--- config.mk ---
export PLATFORM = sky130hd
export DESIGN_NAME = stt_col_count
export DESIGN_NICKNAME = d
export VERILOG_FILES = /design/src/assert_macros.svh /design/src/stt_pkg.sv /design/src/stt_col_count.sv
export SDC_FILE = /design/constraint.sdc
export NUM_CORES = 1
export LEC_CHECK = 0
export BUFFER_PORTS_ARGS = -buffer_cell sky130_fd_sc_hd__buf_2
export CAP_MARGIN = 10
export CORE_MARGIN = 2
export CORE_UTILIZATION = 30
export DETAILED_ROUTE_END_ITERATION = 16
export RECOVER_POWER = 50
export SETUP_SLACK_MARGIN = 0.5
export SYNTH_ARGS = -nofsm -noshare
export SYNTH_HDL_FRONTEND = slang
export SYNTH_SLANG_ARGS = --single-unit
--- constraint.sdc ---
create_clock -name i_clk -period 3.1 [get_ports i_clk]
set_input_delay 0 -clock i_clk [delete_from_list [all_inputs] [get_ports i_clk]]
set_output_delay 0 -clock i_clk [all_outputs]
set_load 0.02 [all_outputs]
--- src/assert_macros.svh ---
// Assertion macros shared by the RTL. They compile to nothing for synthesis.
`ifndef ASSERT_MACROS_SVH
`define ASSERT_MACROS_SVH

`ifndef SYNTHESIS

// The expression must hold at every clock edge outside reset.
`define ASSERT_ALWAYS(lbl, clk, rst_n, expr) \
    lbl: assert property (@(posedge clk) disable iff (!rst_n) (expr)) \
        else $error("assertion failed: expression does not hold");

// When the antecedent holds, the consequent must hold in the next cycle.
`define ASSERT_NEXT(lbl, clk, rst_n, ante, cons) \
    lbl: assert property (@(posedge clk) disable iff (!rst_n) (ante) |=> (cons)) \
        else $error("assertion failed: consequent missing one cycle later");

`else

`define ASSERT_ALWAYS(lbl, clk, rst_n, expr)
`define ASSERT_NEXT(lbl, clk, rst_n, ante, cons)

`endif

`endif

--- src/stt_pkg.sv ---
package stt_pkg;

    localparam int MAX_TERMS = 64;
    localparam int MAX_COLS  = 64;

    localparam int ROW_W = 6;
    localparam int COL_W = 6;
    localparam int VAL_W = 32;
    localparam int CFG_W = 7;

    localparam int TERM_AW = (MAX_TERMS > 1) ? $clog2(MAX_TERMS) : 1;
    localparam int COL_AW  = (MAX_COLS > 1) ? $clog2(MAX_COLS) : 1;
    localparam int CNT_W   = $clog2(MAX_TERMS + 1);

    localparam logic [CFG_W-1:0] NUM_COLS_RESET = CFG_W'(64);

    typedef struct packed {
        logic [ROW_W-1:0]        row;
        logic [COL_W-1:0]        col;
        logic signed [VAL_W-1:0] value;
    } t_term;

    typedef struct packed {
        logic              clear;
        logic              rd;
        logic [COL_AW-1:0] rd_addr;
        logic              wr;
        logic [COL_AW-1:0] wr_addr;
        logic [CNT_W-1:0]  wdata;
    } t_cnt_ctl;

endpackage

--- src/stt_col_count.sv ---
// Per-column term counters. Entries without a valid bit read as zero, so a
// single-cycle clear of the valid bits empties the whole table.
module stt_col_count (
    input  logic                     i_clk,
    input  logic                     i_rst_n,
    input  stt_pkg::t_cnt_ctl        i_ctl,
    output logic [stt_pkg::CNT_W-1:0] o_rd_data
);

    logic [stt_pkg::CNT_W-1:0]    r_mem [stt_pkg::MAX_COLS];
    logic [stt_pkg::MAX_COLS-1:0] r_vld;
    logic [stt_pkg::CNT_W-1:0]    r_rd_data;

    always_ff @(posedge i_clk) begin
        if (!i_rst_n) begin
            r_vld <= '0;
        end else if (i_ctl.clear) begin
            r_vld <= '0;
        end else if (i_ctl.wr) begin
            r_vld[i_ctl.wr_addr] <= 1'b1;
        end
    end

    always_ff @(posedge i_clk) begin
        if (i_ctl.wr) begin
            r_mem[i_ctl.wr_addr] <= i_ctl.wdata;
        end
        if (i_ctl.rd) begin
            r_rd_data <= r_vld[i_ctl.rd_addr] ? r_mem[i_ctl.rd_addr] : '0;
        end
    end

    assign o_rd_data = r_rd_data;

endmodule

==> results of run 1 <==
[state kept, by name, indices dropped and copies added, names as in the netlist]
signal,count
r_mem,448
o_rd_data,7
r_vld,64
[metrics by stage]
| stage | std cells | instance area, µm² |
|---|---|---|
| after floorplan | 998 | 19900 |
| after global placement | 1872 | 21200 |
| after detailed placement | 1872 | 21200 |
| after CTS | 1970 | 22800 |
| after global routing | 1976 | 22800 |
| final | 1977 | 22800 |
[synth_stat cells, drive strengths merged (4+ instances only)]
| library cell | number | area (µm²) |
|---|---|---|
| mux2i | 4 | 40.0 |
| a21oi | 37 | 196 |
| edfxtp | 455 | 13700 |
| nand2b | 7 | 43.8 |
| a22oi | 58 | 435 |
| nor2b | 12 | 75.1 |
| dfxtp | 64 | 1280 |
| nor2 | 67 | 251 |
| nand2 | 8 | 30.0 |
| clkbuf | 30 | 113 |
| nand3 | 7 | 35.0 |
| o21a | 64 | 480 |
| buf | 29 | 231 |
| nor4 | 7 | 43.8 |
| mux4 | 125 | 2820 |
| nor3 | 4 | 20.0 |
[report_power, final]
group          switching, mW  total, mW  internal, mW
clock network           2.51       5.76          3.25
registers             0.0160       7.66          7.65
logic                  0.433      0.690         0.258
[cells by family after synthesis]
family / after synthesis
DFF: 519
AOI/OAI and AO/OA: 169
muxes: 132
and+or+nand+nor: 119
buffers and inverters: 59
[area by class of cell]
type,instances,area (µm²)
fill,6066,42900
sequential,519,14900
multi-input combinational,420,4620
clock buffer,80,1480
tap,864,1080
timing repair buffer,78,628
clock inverter,13,63.8
antenna,3,7.51
[worst min-delay path, cell delays in order]
cell      delay (ps)
buf_2            150
o221ai_1          80
buf_4            150
a21oi_1           70
[final timing paths]
kind / startpoint / endpoint / cells past startpoint
hold reg to reg: r_vld[44] / r_vld[44] / 1
setup / recovery: i_ctl[21] / r_vld[41] / 5
hold / removal: i_ctl[19] / o_rd_data[4] / 4
setup reg to reg: r_mem[63][2] / o_rd_data[2] / 5
[routing by layer]
metal | part of all wire, % | track usage (%) | vias up
li1 | - | - | 4263
met1 | 43 | 17.9 | 5110
met2 | 47 | 21.1 | 320
met3 | 8.6 | 4.71 | 78
met4 | 1.9 | 3.38 | 14
met5 | 0.19 | 0 | -
==> impl_metrics.yaml, run 1 <==
global_route:
  gr-total-overflow: 0
  first_global_vias: 9857
  antenna_found_initial: 12
  grt_max_degree: 65
  grt_pass1_wl_mm: 67.2
  grt_usage_pct: 13.5
place:
  pre_cts_ws_ps: 660
  gp_congestion: 0.830
  port_buffers: 30
  dpl.hpwl_mm: 29.3
cells_and_area:
  fin_util_pct: 34.7
  final_cell_mix: "455 x edfxtp_1, 125 x mux4_2, 66 x nor2_1, 64 x o21a_1, 64 x dfxtp_1"
  fin_nets: 1094
  area_delta_synth_final_pct: 14.7
  final_common_cell: "edfxtp_1"
  drive_gt1_share_pct: 22.4
synth:
  syn_avg_cell_area_um2: 19.9
  ys_ff_latch: 519
  synthAdderAreaFrac_pct: 0
  synth_area_um2: 19900
  synth_simple_gate_area_share_pct: 2.73
  synth_edf_count: 455
  ys_warn_count: 0
  synthXorXnorAreaFrac_pct: 0
  ys_seq_area_share_pct: 75.1
  postSynth.asyncResetShare_pct: 0
  synth-compound-area-share_pct: 5.95
  synthMuxAreaShare_pct: 14.5
  ys.flop_type: "edfxtp_1"
  syn_inst: 998
  synth_top_family_by_area: "multiplexers"
  yosysUniqueCellTypes: 35
  synth_nets: 1022
run_status:
  violations: "capacitance limit, slew limit"
  status: "finished, violations left"
critical_path:
  worstPathMaxFanout: 34
  critPathKind: "in2reg"
  critPathArrivalTime_ps: 2730
  cp_cell_sequence: "dlygate4sd3_1, buf_2, nor2b_1, clkbuf_1, o21a_1"
  cp_slowest_cell: "clkbuf_1"
  path_buf_inv: 3
  cp-start-kind: "primary input"
  cpLargestDelayFamily: "buffers and inverters"
  endpoint_kind: "flop"
  regToRegSetupSlack_ps: 1090
  slowest_delay_ps: 1410
  required_ps: 3620
pwr:
  peakVddDrop_uv: 375
  powerDensity_nw_per_um2: 619
  total_power_mw: 14.1
  p_leak_nw: 6.99
sta:
  slew_violations: 298
  tns_ps: 0
  max_slew_margin_pct: -91.5
  hold_slack_ps: 24.5
  setup_viol: 0
  worst_slack_ps: 891
  rsz0062_at_grt: "false"
  period_share_pct: 71.3
  min_period_ps: 2210
  skew_ps: 29.3
  hold_violations: 0
  fmax_ghz: 0.453
  worstMarginPinSlew_ps: 2870
floorplanning:
  die_area_um2: 68400
  die_y_um: 262
  ios: 31
  core_um2: 65700
  dieWidth_um: 262
  initial_core_util_pct: 30.3
  rows: 94
cts:
  ctsHoldBuffers: 5
  cts_tree: "yes"
  path_clk_slew_ps: 60
  cts-htree-levels: 2
  numCtsBuffers: 51
  postCtsSetupBuffers: 0
  ctsResizeCount: 0
  clk_path_buf_depth: 3
  cts.sinks: 519
  clk_latency_ps: 600
  clockRootBuffer: "clkbuf_16"
route:
  ant_nets: 0
  vias_per_cell: 4.95
  vias: 9785
  wire_per_inst_um: 23.2
  drc: 0
  first_pass_iters: 7
  routed_wl_mm: 45.9
  drtIter0Drc: 676
worst_hold_path:
  hold_path.class: "in2reg"
run:
  maxCapViolCount: 6
Power figures use the tool's default switching activity.
==> inputs of run 2 (changes only) <==
- clock period: 3.1 -> 2.3 ns (I/O delays scaled with it)
==> run 2 against run 1 <==
The flow still finishes with violations (capacitance limit, slew limit); final area rose by 4.3%; critical path depth stayed put; non-clock buffer count increased by 75; sequential share of layout area decreased by 2.7 points; utilization rose by 1.5 points; hold slack improved by 17 ps; sequential power increased by 34%.
==> impl_metrics.yaml, run 2 (same netlist as run 1, synthesis figures left out) <==
global_route:
  grt_usage_pct: 14.1
  grt_pass1_wl_mm: 70.0
  first_global_vias: 10527
  gr-total-overflow: 0
  antenna_found_initial: 6
  grt_max_degree: 65
floorplanning:
  initial_core_util_pct: 30.3
  dieWidth_um: 262
  die_y_um: 262
  core_um2: 65700
  ios: 31
  die_area_um2: 68400
  rows: 94
place:
  port_buffers: 30
  dpl.hpwl_mm: 30.4
  gp_congestion: 0.820
pwr:
  total_power_mw: 20.2
  powerDensity_nw_per_um2: 849
  peakVddDrop_uv: 608
  p_leak_nw: 7.52
cts:
  clockRootBuffer: "clkbuf_16"
  path_clk_slew_ps: 60
  cts.sinks: 519
  clk_latency_ps: 600
  numCtsBuffers: 53
  cts_tree: "yes"
  cts-htree-levels: 2
  postCtsSetupBuffers: 0
  clk_path_buf_depth: 3
sta:
  setup_viol: 0
  rsz0062_at_grt: "true"
  hold_slack_ps: 41.8
  period_share_pct: 84.2
  max_slew_margin_pct: -21.1
  min_period_ps: 1940
  worstMarginPinSlew_ps: 1820
  skew_ps: 13.5
  slew_violations: 165
  fmax_ghz: 0.516
  tns_ps: 0
  hold_violations: 0
route:
  drc: 0
  ant_nets: 0
  routed_wl_mm: 48.0
  first_pass_iters: 5
  vias: 10277
  wire_per_inst_um: 23.3
  vias_per_cell: 4.99
  drtIter0Drc: 1015
critical_path:
  cp_slowest_cell: "mux4_2"
  cp-start-kind: "flop"
  required_ps: 2620
  worstPathMaxFanout: 7
  slowest_delay_ps: 470
  worst-path-stages: 5
  path_buf_inv: 0
  cp_cell_sequence: "mux4_2, mux2i_1, o32ai_1, a21oi_4, a21oi_1"
  regToRegSetupSlack_ps: 360
  cpLargestDelayFamily: "multiplexers"
  critPathKind: "reg2reg"
  endpoint_kind: "flop"
  rr_worst_depth: 5
  critPathArrivalTime_ps: 2260
cells_and_area:
  fin_nets: 1171
  final_common_cell: "edfxtp_1"
  final_cell_mix: "455 x edfxtp_1, 125 x mux4_2, 81 x buf_4, 66 x nor2_1, 64 x o21a_1"
  drive_gt1_share_pct: 31.2
  area_delta_synth_final_pct: 19.6
  largest_reg_flops: 448
  top_register: "r_mem"
worst_hold_path:
  hold_path.class: "in2reg"
  hold_path_depth: 3
run:
  maxCapViolCount: 4
run_status:
  violations: "capacitance limit, slew limit"
  status: "finished, violations left"
==> run 2: cell count changes in the layout (fill, tap and decap cells not counted), sizes merged <==
cell	change
buf	+64
clkbuf	+8
bufinv	+6
clkinvlp	+2
diode	-1
dlygate4sd3	+1
inv	+1
==> run 2: worst paths after layout <==
path              startpoint            to
hold reg to reg    r_vld[55]     r_vld[55]
setup / recovery    r_vld[6]  o_rd_data[1]
setup reg to reg    r_vld[6]  o_rd_data[1]
hold / removal      i_ctl[7]  r_mem[40][2]
==> run 2: final cells by class <==
| class | instances | area [µm²] |
|---|---|---|
| clock inverter | 22 | 282 |
| fill | 6026 | 41900 |
| sequential | 519 | 14900 |
| antenna | 2 | 5.00 |
| tap | 864 | 1080 |
| multi-input combinational | 420 | 4800 |
| timing repair buffer | 153 | 1150 |
| clock buffer | 78 | 1550 |
==> run 2: worst min-delay path, stage by stage <==
cell and delay [ps]:
buf_2 220, nor3_1 100, buf_4 150
==> run 2: routing by layer <==
layer / track usage [%] / wire length (µm) / share of wire [%] / vias to the layer above
met5: 0 / 48 / 0.10 / -
met4: 4.89 / 1360 / 2.8 / 8
met3: 3.08 / 3610 / 7.5 / 97
met2: 22.6 / 23000 / 48 / 369
met1: 18.8 / 20000 / 42 / 5375
li1: - / - / - / 4428
==> run 2: what timing repair did <==
item / in CTS / in global routing
setup endpoints to repair: 7 / 7
gates cloned: 0 / 0
pin swaps: 4 / 10
resized for setup: 18 / 18
endpoints found under the hold margin: 219 / 0
hold buffers: 7 / 0
==> run 2: through the flow <==
stage	cell area (µm²)	instances	setup slack, ps	utilization [%]
2_1_floorplan	19900	998	512	-
6_report	23800	2058	363	36.2
4_1_cts	23900	2056	391	36.3
3_3_place_gp	21900	1949	76.8	33.3
3_5_place_dp	21900	1949	126	33.3
5_1_grt	23800	2058	258	36.2
==> run 2: report_power, final <==
part / switching, mW / leakage, nW / internal, mW / total, mW
Clock: 3.51 / 0.886 / 5.36 / 8.87
Combinational: 0.629 / 2.01 / 0.386 / 1.01
Sequential: 0.0218 / 4.62 / 10.3 / 10.3
